<file path="src/rtl/cfb_pkg.sv">
// Package for the command frame builder: payload structs, command codes,
// frame constants and the CRC-16/GSM byte update.
// No dependencies.
package cfb_pkg;

    typedef enum logic [2:0] {
        FUNC_DELETE      = 3'd0,
        FUNC_DOWNLOAD    = 3'd1,
        FUNC_UPLOAD      = 3'd2,
        FUNC_INIT_UPLOAD = 3'd3,
        FUNC_PLAY        = 3'd4,
        FUNC_PLAY_STREAM = 3'd5
    } func_t;

    typedef struct packed {
        logic [2:0]  func;
        logic [15:0] slot;
        logic [15:0] chunk;
    } cmd_t;

    typedef struct packed {
        logic [7:0] frame_byte;
        logic       last;
    } frame_t;

    localparam logic [7:0] SYNC0 = 8'h3F;
    localparam logic [7:0] SYNC1 = 8'hAA;
    localparam logic [7:0] SYNC2 = 8'h55;

    localparam logic [7:0] LEN_DELETE = 8'h03;
    localparam logic [7:0] LEN_INIT   = 8'h01;
    localparam logic [7:0] LEN_FULL   = 8'h07;

    localparam logic [7:0] SUB_DELETE   = 8'h88;
    localparam logic [7:0] SUB_DOWNLOAD = 8'h82;
    localparam logic [7:0] SUB_UPLOAD   = 8'h84;
    localparam logic [7:0] SUB_INIT     = 8'h86;
    localparam logic [7:0] SUB_PLAY     = 8'h8A;
    localparam logic [7:0] PLAY_MODE    = 8'h01;

    localparam logic [15:0] CRC_POLY = 16'h1021;

    // first frame byte held in the descriptor body, and how many follow
    localparam int BODY_BASE  = 3;
    localparam int BODY_BYTES = 9;

    // frame index of the CRC high byte
    localparam logic [3:0] CRC_AT_INIT   = 4'd6;
    localparam logic [3:0] CRC_AT_DELETE = 4'd8;
    localparam logic [3:0] CRC_AT_FULL   = 4'd12;

    localparam int QUEUE_DEPTH = 2;

    typedef struct packed {
        logic [3:0]                  crc_at;
        logic [BODY_BYTES-1:0][7:0] body;
    } desc_t;

    function automatic logic [15:0] crc16_byte(input logic [15:0] crc, input logic [7:0] data);
        logic [15:0] c;
        c = crc ^ {data, 8'h00};
        for (int b = 0; b < 8; b++) begin
            if (c[15])
            begin
                c = {c[14:0], 1'b0} ^ CRC_POLY;
            end
            else
            begin
                c = {c[14:0], 1'b0};
            end
        end
        return c;
    endfunction

endpackage

</file>
<file path="src/rtl/cfb_front.sv">
// Front end: accepts command items, drops unknown commands and turns the rest
// into frame descriptors for the queue. Depends on cfb_pkg.
module cfb_front
    import cfb_pkg::*;
(
    input  cmd_t  cmd,
    input  logic  cmd_valid,
    output logic  cmd_ready,
    input  logic  q_full,
    output logic  push,
    output desc_t push_desc
);

    logic known;

    always_comb
    begin
        known     = 1'b1;
        push_desc = '0;
        case (func_t'(cmd.func))
            FUNC_DELETE:
            begin
                push_desc.crc_at  = CRC_AT_DELETE;
                push_desc.body[0] = LEN_DELETE;
                push_desc.body[2] = SUB_DELETE;
                push_desc.body[3] = cmd.slot[7:0];
                push_desc.body[4] = cmd.slot[15:8];
            end
            FUNC_DOWNLOAD, FUNC_UPLOAD:
            begin
                push_desc.crc_at  = CRC_AT_FULL;
                push_desc.body[0] = LEN_FULL;
                push_desc.body[2] = (cmd.func == FUNC_DOWNLOAD) ? SUB_DOWNLOAD : SUB_UPLOAD;
                push_desc.body[3] = cmd.slot[7:0];
                push_desc.body[5] = cmd.chunk[7:0];
                push_desc.body[6] = cmd.chunk[15:8];
            end
            FUNC_INIT_UPLOAD:
            begin
                push_desc.crc_at  = CRC_AT_INIT;
                push_desc.body[0] = LEN_INIT;
                push_desc.body[2] = SUB_INIT;
            end
            FUNC_PLAY:
            begin
                push_desc.crc_at  = CRC_AT_FULL;
                push_desc.body[0] = LEN_FULL;
                push_desc.body[2] = SUB_PLAY;
                push_desc.body[3] = PLAY_MODE;
                push_desc.body[5] = cmd.slot[7:0];
                push_desc.body[6] = cmd.slot[15:8];
            end
            FUNC_PLAY_STREAM:
            begin
                push_desc.crc_at  = CRC_AT_FULL;
                push_desc.body[0] = LEN_FULL;
                push_desc.body[2] = SUB_PLAY;
                push_desc.body[3] = PLAY_MODE;
                push_desc.body[5] = cmd.slot[7:0];
                push_desc.body[6] = cmd.chunk[7:0];
            end
            default:
            begin
                known = 1'b0;
            end
        endcase
    end

    // unknown commands are taken and dropped
    assign cmd_ready = !q_full;
    assign push      = cmd_valid && !q_full && known;

endmodule

</file>
<file path="src/rtl/cfb_queue.sv">
// Descriptor queue between the front end and the frame serializer.
// Depends on cfb_pkg.
module cfb_queue
    import cfb_pkg::*;
(
    input  logic  clk,
    input  logic  rst_n,
    input  logic  push,
    input  desc_t push_desc,
    output logic  full,
    input  logic  pop,
    output logic  head_valid,
    output desc_t head
);

    localparam int PTR_W = (QUEUE_DEPTH > 1) ? $clog2(QUEUE_DEPTH) : 1;
    localparam int CNT_W = $clog2(QUEUE_DEPTH + 1);

    desc_t             slot_reg [QUEUE_DEPTH];
    logic [PTR_W-1:0]  wr_ptr_reg, wr_ptr_next;
    logic [PTR_W-1:0]  rd_ptr_reg, rd_ptr_next;
    logic [CNT_W-1:0]  count_reg, count_next;

    function automatic logic [PTR_W-1:0] ptr_inc(input logic [PTR_W-1:0] p);
        return (p == PTR_W'(QUEUE_DEPTH - 1)) ? '0 : p + 1'b1;
    endfunction

    assign full       = (count_reg == CNT_W'(QUEUE_DEPTH));
    assign head_valid = (count_reg != '0);
    assign head       = slot_reg[rd_ptr_reg];

    always_comb
    begin
        wr_ptr_next = push ? ptr_inc(wr_ptr_reg) : wr_ptr_reg;
        rd_ptr_next = pop ? ptr_inc(rd_ptr_reg) : rd_ptr_reg;
        count_next  = count_reg;
        if (push && !pop)
        begin
            count_next = count_reg + 1'b1;
        end
        else if (pop && !push)
        begin
            count_next = count_reg - 1'b1;
        end
    end

    always_ff @(posedge clk or negedge rst_n)
    begin
        if (!rst_n)
        begin
            wr_ptr_reg <= '0;
            rd_ptr_reg <= '0;
            count_reg  <= '0;
        end
        else
        begin
            wr_ptr_reg <= wr_ptr_next;
            rd_ptr_reg <= rd_ptr_next;
            count_reg  <= count_next;
        end
    end

    always_ff @(posedge clk)
    begin
        if (push)
        begin
            slot_reg[wr_ptr_reg] <= push_desc;
        end
    end

endmodule

</file>
<file path="src/rtl/cfb_back.sv">
// Back end: walks the head descriptor one frame byte per cycle when not stalled,
// runs the CRC-16/GSM over the covered bytes and drives the registered output.
// Depends on cfb_pkg.
module cfb_back
    import cfb_pkg::*;
#(
    parameter int FRAME_BYTES = 64
)
(
    input  logic   clk,
    input  logic   rst_n,
    input  logic   head_valid,
    input  desc_t  head,
    output logic   pop,
    output logic   frame_valid,
    input  logic   frame_ready,
    output frame_t frame
);

    localparam int CNT_W = $clog2(FRAME_BYTES);

    logic [CNT_W-1:0] idx_reg, idx_next;
    logic [15:0]      crc_reg, crc_next;
    logic             out_valid_reg, out_valid_next;
    frame_t           out_reg, out_next;

    logic             advance;
    logic             last_idx;
    logic [CNT_W-1:0] crc_hi_at;
    logic [CNT_W-1:0] body_off;
    logic [3:0]       body_sel;
    logic             in_body;
    logic [7:0]       cur_byte;

    assign advance   = head_valid && (!out_valid_reg || frame_ready);
    assign last_idx  = (idx_reg == CNT_W'(FRAME_BYTES - 1));
    assign crc_hi_at = CNT_W'(head.crc_at);
    assign body_off  = idx_reg - CNT_W'(BODY_BASE);
    assign body_sel  = body_off[3:0];
    assign in_body   = (idx_reg >= CNT_W'(BODY_BASE)) && (idx_reg < crc_hi_at);
    assign pop       = advance && last_idx;

    always_comb
    begin
        if (idx_reg == CNT_W'(0))
        begin
            cur_byte = SYNC0;
        end
        else if (idx_reg == CNT_W'(1))
        begin
            cur_byte = SYNC1;
        end
        else if (idx_reg == CNT_W'(2))
        begin
            cur_byte = SYNC2;
        end
        else if (in_body)
        begin
            cur_byte = head.body[body_sel];
        end
        else if (idx_reg == crc_hi_at)
        begin
            cur_byte = ~crc_reg[15:8];
        end
        else if (idx_reg == crc_hi_at + 1'b1)
        begin
            cur_byte = ~crc_reg[7:0];
        end
        else
        begin
            cur_byte = 8'h00;
        end
    end

    always_comb
    begin
        idx_next       = idx_reg;
        crc_next       = crc_reg;
        out_next       = out_reg;
        out_valid_next = out_valid_reg && !frame_ready;
        if (advance)
        begin
            idx_next            = last_idx ? '0 : idx_reg + 1'b1;
            out_next.frame_byte = cur_byte;
            out_next.last       = last_idx;
            out_valid_next      = 1'b1;
            if (idx_reg == CNT_W'(0))
            begin
                crc_next = '0;
            end
            else if (in_body)
            begin
                crc_next = crc16_byte(crc_reg, cur_byte);
            end
        end
    end

    always_ff @(posedge clk or negedge rst_n)
    begin
        if (!rst_n)
        begin
            idx_reg       <= '0;
            crc_reg       <= '0;
            out_valid_reg <= 1'b0;
        end
        else
        begin
            idx_reg       <= idx_next;
            crc_reg       <= crc_next;
            out_valid_reg <= out_valid_next;
        end
    end

    always_ff @(posedge clk)
    begin
        out_reg <= out_next;
    end

    assign frame_valid = out_valid_reg;
    assign frame       = out_reg;

endmodule

</file>
<file path="src/rtl/command_frame_builder_crc16_unit.sv">
// Top level of the command frame builder: front end, descriptor queue and
// frame serializer. Depends on cfb_pkg, cfb_front, cfb_queue, cfb_back.
//
//   channel | dir | handshake                | payload
//   --------+-----+--------------------------+----------------------------
//   cmd     | in  | cmd_valid / cmd_ready     | cmd_t   (func, slot, chunk)
//   frame   | out | frame_valid / frame_ready | frame_t (frame_byte, last)
//
// Each known command yields FRAME_BYTES output items, one per cycle while
// frame_ready does not stall; the serializer's byte counter sets the rate.
// A taken command is written into a queue slot; its first byte then goes to the output register.
// Unknown commands are taken and produce nothing.
// The queue holds two commands, the one being sent among them; cmd_ready drops
// only when it is full. frame_ready low stalls the serializer only.
// Reset empties the queue and the output register; no clearing pass.
module command_frame_builder_crc16_unit
    import cfb_pkg::*;
#(
    parameter int FRAME_BYTES = 64
)
(
    input  logic   clk,
    input  logic   rst_n,
    input  logic   cmd_valid,
    output logic   cmd_ready,
    input  cmd_t   cmd,
    output logic   frame_valid,
    input  logic   frame_ready,
    output frame_t frame
);

    logic  q_full;
    logic  push;
    desc_t push_desc;
    logic  pop;
    logic  head_valid;
    desc_t head;

    cfb_front u_front (
        .cmd       (cmd),
        .cmd_valid (cmd_valid),
        .cmd_ready (cmd_ready),
        .q_full    (q_full),
        .push      (push),
        .push_desc (push_desc)
    );

    cfb_queue u_queue (
        .clk        (clk),
        .rst_n      (rst_n),
        .push       (push),
        .push_desc  (push_desc),
        .full       (q_full),
        .pop        (pop),
        .head_valid (head_valid),
        .head       (head)
    );

    cfb_back #(
        .FRAME_BYTES (FRAME_BYTES)
    ) u_back (
        .clk         (clk),
        .rst_n       (rst_n),
        .head_valid  (head_valid),
        .head        (head),
        .pop         (pop),
        .frame_valid (frame_valid),
        .frame_ready (frame_ready),
        .frame       (frame)
    );

endmodule

</file>
<file path="config.mk">
export PLATFORM = sky130hd
export DESIGN_NAME = command_frame_builder_crc16_unit
export DESIGN_NICKNAME = d
export VERILOG_FILES = /design/src/rtl/cfb_pkg.sv /design/src/rtl/cfb_front.sv /design/src/rtl/cfb_queue.sv /design/src/rtl/cfb_back.sv /design/src/rtl/command_frame_builder_crc16_unit.sv
export SDC_FILE = /design/constraint.sdc
export NUM_CORES = 1
export LEC_CHECK = 0
export ABC_AREA = 0
export BUFFER_PORTS_ARGS = -buffer_cell sky130_fd_sc_hd__buf_2
export CORE_ASPECT_RATIO = 0.5
export CORE_MARGIN = 1.5
export CORE_UTILIZATION = 40
export CTS_BUF_LIST = sky130_fd_sc_hd__clkbuf_4 sky130_fd_sc_hd__clkbuf_8
export CTS_CLUSTER_SIZE = 24
export DETAILED_ROUTE_END_ITERATION = 8
export GPL_TIMING_DRIVEN = 0
export PLACE_DENSITY = 0.62
export SYNTH_ARGS = -nofsm -noshare
export SYNTH_HDL_FRONTEND = slang
export SYNTH_SLANG_ARGS = --single-unit
</file>
<file path="constraint.sdc">
create_clock -name clk -period 2.9 [get_ports clk]
set_input_delay 0.58 -clock clk [delete_from_list [all_inputs] [get_ports clk]]
set_output_delay 0.58 -clock clk [all_outputs]
set_load 0.05 [all_outputs]
</file>
==> Word level (Yosys, flattened, before mapping) <==
Memories as Yosys holds them, arrays and structs flattened.
Cells that the tools add are included.
{ "totals": {"reg_bits": 36, "mem_bits_rw": 94, "inputBits": 39, "out_inout_bits": 11, "wordCells": 121, "memories": 1} }
{ "op_classes": {"n_addsub": 7, "magnitude_cmp": 3, "n_eq_ne": 11, "mux": 55, "bitwise": 11, "reduce_logical": 25} }
{ "mem_list": {"columns": ["memory", "words", "width", "read_ports", "rd_ports_with_merged_regs", "write_ports", "line_no", "text"], "rows": [
  ["u_queue.slot_reg", 2, 47, 1, 0, 1, "cfb_queue.sv:19", "desc_t slot_reg [QUEUE_DEPTH];"]
]} }
{ "op_table": {"columns": ["op", "n"], "rows": [
  ["16-bit 2-to-1 mux", 23],
  ["13-bit 2-to-1 mux", 8],
  ["8-bit 2-to-1 mux", 8],
  ["16-bit one-hot mux with 3 select lines", 1],
  ["8-bit binary-select mux with 4-bit select", 1],
  ["8-bit one-hot mux with 4 select lines", 1],
  ["3-bit NOT", 8],
  ["8-bit NOT", 2],
  ["8-bit one-hot mux with 2 select lines", 1],
  ["16-bit XOR", 1],
  ["4-bit one-hot mux with 3 select lines", 1],
  ["3-bit one-hot mux with 3 select lines", 1],
  ["1-bit logical AND", 8],
  ["6-bit by 1-bit adder with 6-bit output, second input constant", 1],
  ["3-bit by 2-bit equality test with 1-bit output, second input constant", 2],
  ["3-bit equality test, second input constant", 2],
  ["6-bit by 1-bit equality test with 1-bit output, second input constant", 1],
  ["6-bit by 2-bit equality test with 1-bit output, second input constant", 1],
  ["6-bit by 4-bit equality test with 1-bit output", 1],
  ["6-bit by 5-bit equality test with 1-bit output", 1],
  ["6-bit equality test, second input constant", 1],
  ["6-bit by 2-bit greater-or-equal comparator with 1-bit output, second input constant", 1],
  ["6-bit logical NOT", 1],
  ["6-bit by 4-bit less-than comparator with 1-bit output", 1],
  ["21 further kinds", 35]
]} }

==> Depth between registers and ports, before layout <==
Gate-level depths: netlist of run 1.
An unclocked memory read counts as a cell.
{ "depth": {"word_depth": 49, "mapped_depth": 14, "ltp_nobuf": 11} }

==> Modules after synthesis <==
A second synthesis of run 1 with hierarchy kept.
{ "unflattened": {"hier_cells": 652, "area_unflattened_um2": 9529.1} }
{ "by_module_without_submodules": {"columns": ["mod", "instances", "cells_each", "area_per_inst_um2", "seq_area_each_um2"], "rows": [
  ["cfb_queue", 1, 253, 5809.3, 4664.5],
  ["cfb_back", 1, 280, 2757.6, 845.8],
  ["cfb_front", 1, 119, 962.2, 0.0]
]} }

==> Least setup slack after synthesis of run 1 <==
OpenSTA, ideal clock, no wires.
{ "synth_path": {"path_type": "input to register", "from": "input cmd[34] (netlist name)", "to": "memory u_queue.slot_reg[0][0] (netlist name) (enable)", "t_arrival_ns": 2.919, "required_time_ns": 2.460, "setup_slack_ns": -0.458, "stages": 5, "path_buffers": 2, "path_cell_list": "clkbuf_1 clkbuf_1 nand2_1 nand3_1 nor2_1"} }
{ "synth_via": {"elab_chain_cells": 6, "elab_cells_between_ends": 11, "cone_classes": "eq/ne (5); mux (3); reduce/logical (3)"} }
{ "synth_lines": {"columns": ["item", "line_no", "text"], "rows": [
  ["start: declaration", "command_frame_builder_crc16_unit.sv:26", "input cmd_t cmd,"],
  ["3-bit by 2-bit equality test with 1-bit output, or another cell as far along", "cfb_front.sv:20", "case (func_t'(cmd.func))"],
  ["6-bit OR reduction (no line) *", null, null],
  ["1-bit 2-to-1 mux *", "cfb_front.sv:20", null],
  ["1-bit logical AND *", "cfb_front.sv:71", "assign push = cmd_valid && !q_full && known;"],
  ["1-bit 2-to-1 mux *", "cfb_queue.sv:65", "if (push)"],
  ["1-bit 2-to-1 mux (implied by the code) *", "cfb_queue.sv:67", "slot_reg[wr_ptr_reg] <= push_desc;"],
  ["end: declaration", "cfb_queue.sv:19", null]
]} }
Every way passes the cells marked *; elsewhere a longest branch is shown, timed or not.

==> Final worst setup path of run 1 <==
{ "layout_path": {"from": "register u_queue.rd_ptr_reg", "to": "register u_back.crc_reg[8]"} }
{ "layout_via": {"elab_chain_cells": 39, "elab_cells_between_ends": 46, "cone_classes": "add/sub (1); order compare (1); eq/ne (2); mux (36); bitwise (2); reduce/logical (3); memory (1)"} }
{ "layout_lines": {"columns": ["item", "line_no", "text"], "rows": [
  ["start: declaration", "cfb_queue.sv:21", "logic [PTR_W-1:0] rd_ptr_reg, rd_ptr_next;"],
  ["start signal: assignment", "cfb_queue.sv:58", "rd_ptr_reg <= rd_ptr_next;"],
  ["memory read 2 x 47 bit *", null, null],
  ["4-bit by 1-bit adder with 5-bit output", "cfb_back.sv:65", "else if (idx_reg == crc_hi_at + 1'b1)"],
  ["6-bit by 5-bit equality test with 1-bit output", "cfb_back.sv:65", null],
  ["8-bit 2-to-1 mux", "cfb_back.sv:65", null],
  ["8-bit 2-to-1 mux", "cfb_back.sv:61", "else if (idx_reg == crc_hi_at)"],
  ["8-bit 2-to-1 mux", "cfb_back.sv:57", "else if (in_body)"],
  ["8-bit 2-to-1 mux", "cfb_back.sv:53", "else if (idx_reg == CNT_W'(2))"],
  ["8-bit 2-to-1 mux", "cfb_back.sv:49", "else if (idx_reg == CNT_W'(1))"],
  ["[... 23 more ...]", null, null],
  ["16-bit 2-to-1 mux", "cfb_back.sv:81", "if (advance)"],
  ["13-bit 2-to-1 mux", "cfb_pkg.sv:63", "if (c[15])"],
  ["16-bit 2-to-1 mux", "cfb_back.sv:91", "else if (in_body)"],
  ["16-bit 2-to-1 mux", "cfb_back.sv:87", "if (idx_reg == CNT_W'(0))"],
  ["16-bit 2-to-1 mux", "cfb_back.sv:81", null],
  ["13-bit 2-to-1 mux", "cfb_pkg.sv:63", null],
  ["16-bit 2-to-1 mux", "cfb_back.sv:91", null],
  ["16-bit 2-to-1 mux", "cfb_back.sv:87", null],
  ["end signal: assignment", "cfb_back.sv:109", "crc_reg <= crc_next;"],
  ["end: declaration", "cfb_back.sv:23", "logic [15:0] crc_reg, crc_next;"]
]} }
Every way passes the cells marked *; elsewhere a longest branch is shown, timed or not. The select of a mux whose other input is x is not followed.
A chain may end at the register's enable or synchronous reset.

==> results of run 1 <==
-- worst max-delay path, cell delays in order, from the launching register on --
cell	delay [ps]
dfrtp_1	410
buf_12	140
buf_12	120
mux2_4	300
ha_4	280
nand3_4	70
nor3_4	140
a21bo_4	280
o32ai_4	300
a31oi_4	70
xnor2_2	210
xor3_1	290
xnor2_1	150
o21ai_1	70
-- layout make-up --
| cell class | count | area [µm²] | share of cell area (%) |
|---|---|---|---|
| Multi-Input combinational cell | 331 | 2650 | 35.9 |
| Sequential cell | 118 | 3410 | 46.1 |
| Tap cell | 198 | 248 | 3.35 |
| Clock buffer | 17 | 234 | 3.17 |
| Inverter | 11 | 45.0 | 0.610 |
| Clock inverter | 15 | 134 | 1.81 |
| Timing Repair Buffer | 76 | 498 | 6.74 |
| Buffer | 26 | 168 | 2.27 |
-- synth_stat cells (2+ instances only) --
library cell	n
a21o_1	4
nand3_1	9
xnor2_1	23
nor2_1	18
a22oi_1	16
a22o_1	3
a21oi_1	10
buf_2	5
clkbuf_1	16
dfrtp_1	27
mux2i_1	21
nor4_4	2
xor2_1	8
or3_1	2
nand2_1	61
o32ai_1	2
o21ai_0	32
o22ai_1	10
o221ai_1	4
and2_1	20
edfxtp_1	91
inv_1	11
and3_1	3
ha_1	8
nor2b_1	4
nor3_1	8
buf_4	3
o21ai_1	5
nand4_1	4
mux2_2	8
mux4_1	3
mux4_2	6
xnor2_2	5
a211oi_1	3
nand2b_1	12
-- power breakdown --
| part | internal, mW | switching (mW) | total (mW) |
|---|---|---|---|
| clock network | 0.626 | 0.789 | 1.42 |
| registers | 2.36 | 0.259 | 2.62 |
| logic | 2.16 | 2.65 | 4.80 |
-- what timing repair did --
action | CTS | global route
pin swaps | 12 | 15
endpoints found under the hold margin | 0 | 0
buffers inserted | 22 | 4
gates resized for setup | 26 | 18
endpoints found under the setup margin | 21 | 14
-- final timing paths --
check	cells after the start	endpoint	slack, ps
setup / recovery	13	u_back.crc_reg[8]	-60
hold / removal	1	u_back.crc_reg[11]	170
setup reg to reg	13	u_back.crc_reg[8]	-60
hold reg to reg	2	u_back.frame_valid	500
max in group asynchronous	1	u_back.idx_reg[0]	2270
min in group clk	3	u_back.frame_valid	400
-- per-layer routing --
metal / global-route usage, % / vias up
li1: - / 2000
met1: 26.6 / 2092
met2: 32.4 / 172
met3: 5.10 / 25
met4: 7.07 / 0
met5: 0 / -
-- cells by family (layout without fill, tap and decap cells) --
logic type | after synthesis | after routing | synth area share [%]
and+or+nand+nor | 145 | 145 | 12.1
muxes | 38 | 38 | 8.60
buffers and inverters | 38 | 145 | 3.01
xor gates and xnor gates | 37 | 37 | 6.30
AOI/OAI and AO/OA | 103 | 103 | 11.4
DFF | 118 | 118 | 57.0
adders and majority gates | 8 | 8 | 1.67
-- layout by cell type (no fill, tap or decap), types with 4 or more instances in the layout --
master / n
inv_1: 10
inv_8: 4
nand2b_1: 12
nand2_1: 61
a22oi_1: 16
nor2_1: 17
xnor2_1: 18
o22ai_1: 10
o21ai_1: 6
nand4_1: 4
and2_1: 19
edfxtp_1: 91
mux2_2: 7
mux2i_1: 21
mux4_2: 6
inv_6: 5
nor3_1: 7
buf_2: 51
clkbuf_1: 14
nand3_1: 7
a21oi_1: 9
a21o_1: 4
buf_4: 27
clkbuf_8: 17
dfrtp_1: 26
xnor2_2: 8
o21ai_0: 29
xor2_1: 5
ha_1: 6
==> results.json, run 1 <==
{
  "status": "complete, but fails checks",
  "violations": "negative setup slack",
  "grt_antenna_before_repair": 0,
  "drv_slew": 0,
  "wl_met2_um": 6660,
  "synth_area_um2": 5980,
  "whs_ps": 168,
  "place_hpwl_um": 10200,
  "critPathRequiredTime_ps": 3210,
  "vdd_drop_max_mv": 0.423,
  "place_inst": 735,
  "routed.top_layer": "met4",
  "ys_seq_elements": 118,
  "antenna_cells": 0,
  "synth-async-reset-ratio_pct": 22.9,
  "ys_types": 55,
  "chipHeight_um": 89.5,
  "finalSetupTns_ps": -177,
  "hold_class": "primary input to async pin",
  "routabilityCongestion": 0.800,
  "cp-start-kind": "flip-flop",
  "cts.clk_slew.worst_paths_ps": 90,
  "avgSynthCellArea_um2": 12.3,
  "p_leak_nw": 2.80,
  "h-tree-depth": 4,
  "met1Wirelength_um": 6900,
  "arrival_ps": 3270,
  "syn_nets": 534,
  "routedWlPerCell_um": 18.9,
  "pin_count": 50,
  "grt_pass1_vias": 4128,
  "fin_cells": 792,
  "cp-end-kind": "flip-flop",
  "ant_nets": 0,
  "critPathMaxFanout": 5,
  "skew_ps": 13.5,
  "yosys.area.top_type": "edfxtp_1",
  "utilization_pct": 50.8,
  "cts_hold_buf": 0,
  "synth_enable_flop_cells": 91,
  "place_area_um2": 6620,
  "die-area_um2": 15700,
  "total_power_mw": 8.84,
  "hold_violations": 0,
  "place_ws_ps": -718,
  "wl_met3_um": 1100,
  "via_count": 4289,
  "fillers": 1282,
  "worstMarginPinSlew_ps": 1380,
  "synth.top_cells.by_area": "edfxtp_1, dfrtp_1, nand2_1, mux2i_1, xnor2_1",
  "core_area_um2": 14500,
  "drc": 0,
  "critical_path_class": "flip-flop to flip-flop",
  "cts_buffers": 17,
  "drtIter0Drc": 262,
  "clock_latency_ps": 440,
  "cts.sinks": 118,
  "fin_crit_ps": 2960,
  "drive_above_1_share_pct": 29.1,
  "drt_wl_total_um": 14900,
  "max_freq_mhz": 337,
  "max_slew_margin_pct": 7.12,
  "clk_path_buf_depth": 2,
  "rows": 31,
  "viasPerCell": 5.42,
  "synth_top_area_share_pct": 45.7,
  "ys_seq_area_share_pct": 57.0,
  "grt_use_total_pct": 20.1,
  "grt.overflow.total": 0,
  "fin_crit_sh_pct": 102,
  "rsz0062_at_grt": "true",
  "grt_pass1_wl_um": 23000,
  "yosys_warnings": 0,
  "finalSetupViolCount": 6,
  "die_w_um": 176,
  "layout_setup_ws_ps": -64.4,
  "grt_max_degree": 28,
  "synth_ff_type": "edfxtp_1",
  "largest_reg_flops": 82,
  "start_util_pct": 41.1,
  "synth_cells": 487,
  "cts_root_buffer": "clkbuf_8",
  "startpoint": "u_queue.rd_ptr_reg",
  "cts_tree": "yes",
  "maxCapViolCount": 0,
  "dr.pass1.iters": 5,
  "numPortBuffers": 48,
  "power_density_nw_per_um2": 1200,
  "r2r-start": "u_queue.rd_ptr_reg",
  "final_area_um2": 7390,
  "nets": 628,
  "synthToLayoutAreaGrowth_pct": 23.5
}
No activity file was read; power rests on OpenSTA's default activity.
==> run 2: changes to the inputs <==
--- a/config.mk
+++ b/config.mk
@@ -8,13 +8,13 @@
 export ABC_AREA = 0
 export BUFFER_PORTS_ARGS = -buffer_cell sky130_fd_sc_hd__buf_2
 export CORE_ASPECT_RATIO = 0.5
-export CORE_MARGIN = 1.5
+export CORE_MARGIN = 5
 export CORE_UTILIZATION = 40
 export CTS_BUF_LIST = sky130_fd_sc_hd__clkbuf_4 sky130_fd_sc_hd__clkbuf_8
 export CTS_CLUSTER_SIZE = 24
 export DETAILED_ROUTE_END_ITERATION = 8
 export GPL_TIMING_DRIVEN = 0
-export PLACE_DENSITY = 0.62
+export PLACE_DENSITY = 0.63
 export SYNTH_ARGS = -nofsm -noshare
 export SYNTH_HDL_FRONTEND = slang
 export SYNTH_SLANG_ARGS = --single-unit
==> constraint.sdc (replaced) <==
create_clock -name clk -period 3 [get_ports clk]
set_input_delay 0.6 -clock clk [delete_from_list [all_inputs] [get_ports clk]]
set_output_delay 0.6 -clock clk [all_outputs]
set_load 0.05 [all_outputs]
==> results.json, run 2 (same netlist as run 1, synthesis figures left out) <==
{
  "cts_hold_buf": 0,
  "place_hpwl_um": 9890,
  "routabilityCongestion": 0.814,
  "skew_ps": 10.6,
  "vdd_drop_max_mv": 0.463,
  "largest_reg_flops": 82,
  "hold_class": "primary input to async pin",
  "final_common_cell": "edfxtp_1",
  "maxCapViolCount": 0,
  "final_area_um2": 7470,
  "die-area_um2": 17600,
  "worstMarginPinSlew_ps": 1210,
  "rsz0062_at_grt": "true",
  "rr_endpoint": "u_back.crc_reg[14]",
  "antenna_cells": 0,
  "drc": 0,
  "cts_root_buffer": "clkbuf_8",
  "viasPerCell": 5.30,
  "via_count": 4196,
  "finalSetupTns_ps": -298,
  "arrival_ps": 3390,
  "critPathRequiredTime_ps": 3310,
  "layout_common_cells": "edfxtp_1, nand2_1, buf_2",
  "rows": 31,
  "drtIter0Drc": 250,
  "finalSetupViolCount": 7,
  "grt_antenna_before_repair": 0,
  "drive_above_1_share_pct": 30.1,
  "cts_buffers": 17,
  "violations": "negative setup slack",
  "cts.clk_slew.worst_paths_ps": 80,
  "fin_crit_ps": 3080,
  "routedWlPerCell_um": 18.7,
  "layout_setup_ws_ps": -78.3,
  "grt_max_degree": 38,
  "core_area_um2": 14500,
  "clock_latency_ps": 440,
  "grt_pass1_vias": 4188,
  "cp-end-kind": "flip-flop",
  "rr_worst_depth": 13,
  "drt_wl_total_um": 14800,
  "max_slew_margin_pct": 18.7,
  "status": "complete, but fails checks",
  "critical_path_class": "flip-flop to flip-flop",
  "grt.overflow.total": 0,
  "power_density_nw_per_um2": 1170,
  "nets": 628,
  "dr.pass1.iters": 5,
  "drv_slew": 0,
  "grt_use_total_pct": 17.2,
  "cts.sinks": 118,
  "h-tree-depth": 4,
  "die_w_um": 183,
  "place_area_um2": 6560,
  "reg2reg_slack_ps": -80,
  "fin_crit_sh_pct": 103,
  "cp-start-kind": "flip-flop",
  "max_freq_mhz": 325,
  "p_leak_nw": 2.82,
  "numPortBuffers": 48,
  "start_util_pct": 41.1,
  "pin_count": 50,
  "clk_path_buf_depth": 2,
  "critPathMaxFanout": 6,
  "chipHeight_um": 96.5,
  "synthToLayoutAreaGrowth_pct": 24.9,
  "grt_pass1_wl_um": 23100,
  "r2r-start": "u_queue.rd_ptr_reg",
  "hold_violations": 0,
  "cts_tree": "yes",
  "ant_nets": 0
}
run 2: what timing repair did:
| action | CTS | global route |
|---|---|---|
| setup endpoints to repair | 17 | 16 |
| gates resized for setup | 34 | 24 |
| setup buffers | 17 | 9 |
| gates cloned | 0 | 0 |
| pin swaps | 21 | 20 |
run 2: where the power goes:
group | switching [mW] | leakage [nW] | internal (mW) | total (mW)
clock | 0.696 | 0.216 | 0.924 | 1.62
combinational | 2.58 | 1.42 | 2.05 | 4.63
sequential | 0.250 | 1.19 | 2.28 | 2.53
run 2: critical path: stages (launching register included):
cell,delay (ps)
dfrtp_2,460
buf_12,150
buf_12,120
mux2i_2,180
ha_1,290
nor2b_4,150
o21ai_4,220
a21bo_4,220
a211oi_2,50
o31a_2,390
xnor2_4,280
xnor2_2,200
xnor2_1,160
o21ai_1,70
run 2: per-layer routing:
metal	GRT usage [%]	wire length (µm)	vias to the layer above
met2	27.6	6640	120
met4	5.02	167	0
met5	0	0	-
met3	3.44	783	13
li1	-	-	2002
met1	24.1	7240	2061
run 2: worst max path at each step:
stage / from / end / cells after the start
2_1_floorplan: u_queue.rd_ptr_reg / u_back.crc_reg[8] / 14
3_3_place_gp: cmd[34] / u_queue.slot_reg[0][28] / 5
3_5_place_dp: u_back.idx_reg[0] / u_back.crc_reg[8] / 12
4_1_cts: u_queue.rd_ptr_reg / u_back.crc_reg[14] / 14
5_1_grt: u_queue.rd_ptr_reg / u_back.crc_reg[5] / 14
6_report: u_queue.rd_ptr_reg / u_back.crc_reg[14] / 13
run 2: area by class of cell:
class	count	area (µm²)
buffer	26	153
clock buffer	18	241
clock inverter	14	196
fill	1288	7070
inverter	11	45.0
multi-input combinational	331	2690
sequential	118	3410
tap	198	248
timing repair buffer	76	494
run 2: through the flow:
step / util (%) / cells / hold WS, ps / total power, mW / worst slack, ps
6_report: 51.4 / 792 / 181 / 8.78 / -78.3
5_1_grt: 51.4 / 792 / 212 / 9.27 / -207
4_1_cts: 50.2 / 784 / 186 / 8.36 / -106
3_5_place_dp: 45.1 / 735 / 493 / 6.18 / -566
3_3_place_gp: 44.8 / 733 / 477 / 6.11 / -695
2_1_floorplan: - / 487 / 304 / 5.33 / -50.8
==> run 3: changes to the inputs <==
--- a/config.mk
+++ b/config.mk
@@ -10,7 +10,6 @@
 export CORE_ASPECT_RATIO = 0.5
 export CORE_MARGIN = 5
 export CORE_UTILIZATION = 40
-export CTS_BUF_LIST = sky130_fd_sc_hd__clkbuf_4 sky130_fd_sc_hd__clkbuf_8
 export CTS_CLUSTER_SIZE = 24
 export DETAILED_ROUTE_END_ITERATION = 8
 export GPL_TIMING_DRIVEN = 0
==> results.json, run 3 (same netlist as run 1, synthesis figures left out) <==
{
  "final_common_cell": "edfxtp_1",
  "max_freq_mhz": 325,
  "cts_buffers": 17,
  "critical_path_class": "flip-flop to flip-flop",
  "routabilityCongestion": 0.814,
  "cts.clk_slew.worst_paths_ps": 60,
  "largest_reg_flops": 82,
  "place_inst": 735,
  "status": "complete, but fails checks",
  "layout_common_cells": "edfxtp_1, nand2_1, buf_2",
  "grt_antenna_before_repair": 0,
  "grt_use_total_pct": 17.4,
  "skew_ps": 12.4,
  "start_util_pct": 41.1,
  "worstMarginPinSlew_ps": 1140,
  "drt_wl_total_um": 14900,
  "via_count": 4226,
  "layout_setup_ws_ps": -77.8,
  "hold_class": "primary input to async pin",
  "grt_pass1_wl_um": 23200,
  "numPortBuffers": 48,
  "cp-start-kind": "flip-flop",
  "whs_ps": 211,
  "finalSetupViolCount": 6,
  "grt.overflow.total": 0,
  "arrival_ps": 3350,
  "clock_latency_ps": 410,
  "dr.pass1.iters": 5,
  "core_area_um2": 14500,
  "h-tree-depth": 4,
  "rsz0062_at_grt": "true",
  "viasPerCell": 5.34,
  "vdd_drop_max_mv": 0.464,
  "finalSetupTns_ps": -274,
  "fin_crit_sh_pct": 103,
  "cts_root_buffer": "clkbuf_16",
  "fin_cells": 791,
  "antenna_cells": 0,
  "critPathRequiredTime_ps": 3270,
  "drtIter0Drc": 301,
  "cp-end-kind": "flip-flop",
  "die_w_um": 183,
  "critPathMaxFanout": 5,
  "cts.sinks": 118,
  "drc": 0,
  "max_slew_margin_pct": 23.6,
  "nets": 627,
  "synthToLayoutAreaGrowth_pct": 27.9,
  "power_density_nw_per_um2": 1220,
  "die-area_um2": 17600,
  "routedWlPerCell_um": 18.8,
  "violations": "negative setup slack",
  "maxCapViolCount": 0,
  "ant_nets": 0,
  "place_ws_ps": -566,
  "hold_violations": 0,
  "fin_crit_ps": 3080,
  "place_hpwl_um": 9890,
  "clk_path_buf_depth": 2,
  "grt_pass1_vias": 4205,
  "cts_hold_buf": 0,
  "rows": 31,
  "chipHeight_um": 96.5,
  "reg2reg_slack_ps": -80,
  "drive_above_1_share_pct": 30.0,
  "grt_max_degree": 38,
  "p_leak_nw": 2.91,
  "cts_tree": "yes",
  "total_power_mw": 9.33,
  "pin_count": 50,
  "drv_slew": 0
}
run 3: cell type report:
class | instances | area, µm²
Fill cell | 1260 | 6890
Sequential cell | 118 | 3410
Multi-Input combinational cell | 331 | 2690
Timing Repair Buffer | 75 | 475
Clock buffer | 18 | 429
Tap cell | 198 | 248
Clock inverter | 14 | 196
Buffer | 26 | 153
Inverter | 11 | 45.0
run 3: timing repair:
item | in CTS | in global routing
setup buffers | 17 | 8
gates resized for setup | 34 | 19
hold endpoints to repair | 0 | 0
pin swaps | 21 | 17
setup endpoints to repair | 17 | 15
run 3: critical path: stages (launching register included):
cell	delay [ps]
dfrtp_2	450
buf_12	150
buf_12	120
mux2i_2	140
ha_1	330
buf_6	110
nand3_4	70
nor3_4	140
a21bo_4	280
buf_6	120
o221ai_2	170
a21o_1	220
xor2_2	200
xnor2_2	170
xnor2_1	160
o21ai_1	80
run 3: path summary, 6_finish.rpt:
path / start / end / depth (start not counted)
max: u_queue.rd_ptr_reg / u_back.crc_reg[5] / 15
min: rst_n / u_back.crc_reg[6] / 1
max reg2reg: u_queue.rd_ptr_reg / u_back.crc_reg[5] / 15
min reg2reg: u_back.frame_valid / u_back.frame_valid / 2
max in group asynchronous: rst_n / u_queue.rd_ptr_reg / 1
min in group clk: frame_ready / u_back.frame_valid / 3
run 3: where the power goes:
part           internal (mW)  leakage [nW]  switching [mW]  total, mW
combinational           2.05          1.42            2.59       4.64
sequential              2.28          1.19           0.248       2.53
clock                   1.40         0.300           0.759       2.16
run 3: per-stage QoR:
step           cell area [µm²]  utilization (%)
6_report                  7650             52.6
5_1_grt                   7650             52.6
4_1_cts                   7490             51.5
3_5_place_dp              6560             45.1
3_3_place_gp              6520             44.8
2_1_floorplan             6030                -
run 3: metal layers:
metal / global-route usage [%] / routed length [µm]
met1: 24.4 / 7260
met2: 27.5 / 6640
met3: 3.93 / 772
met4: 5.27 / 192
met5: 0 / 0
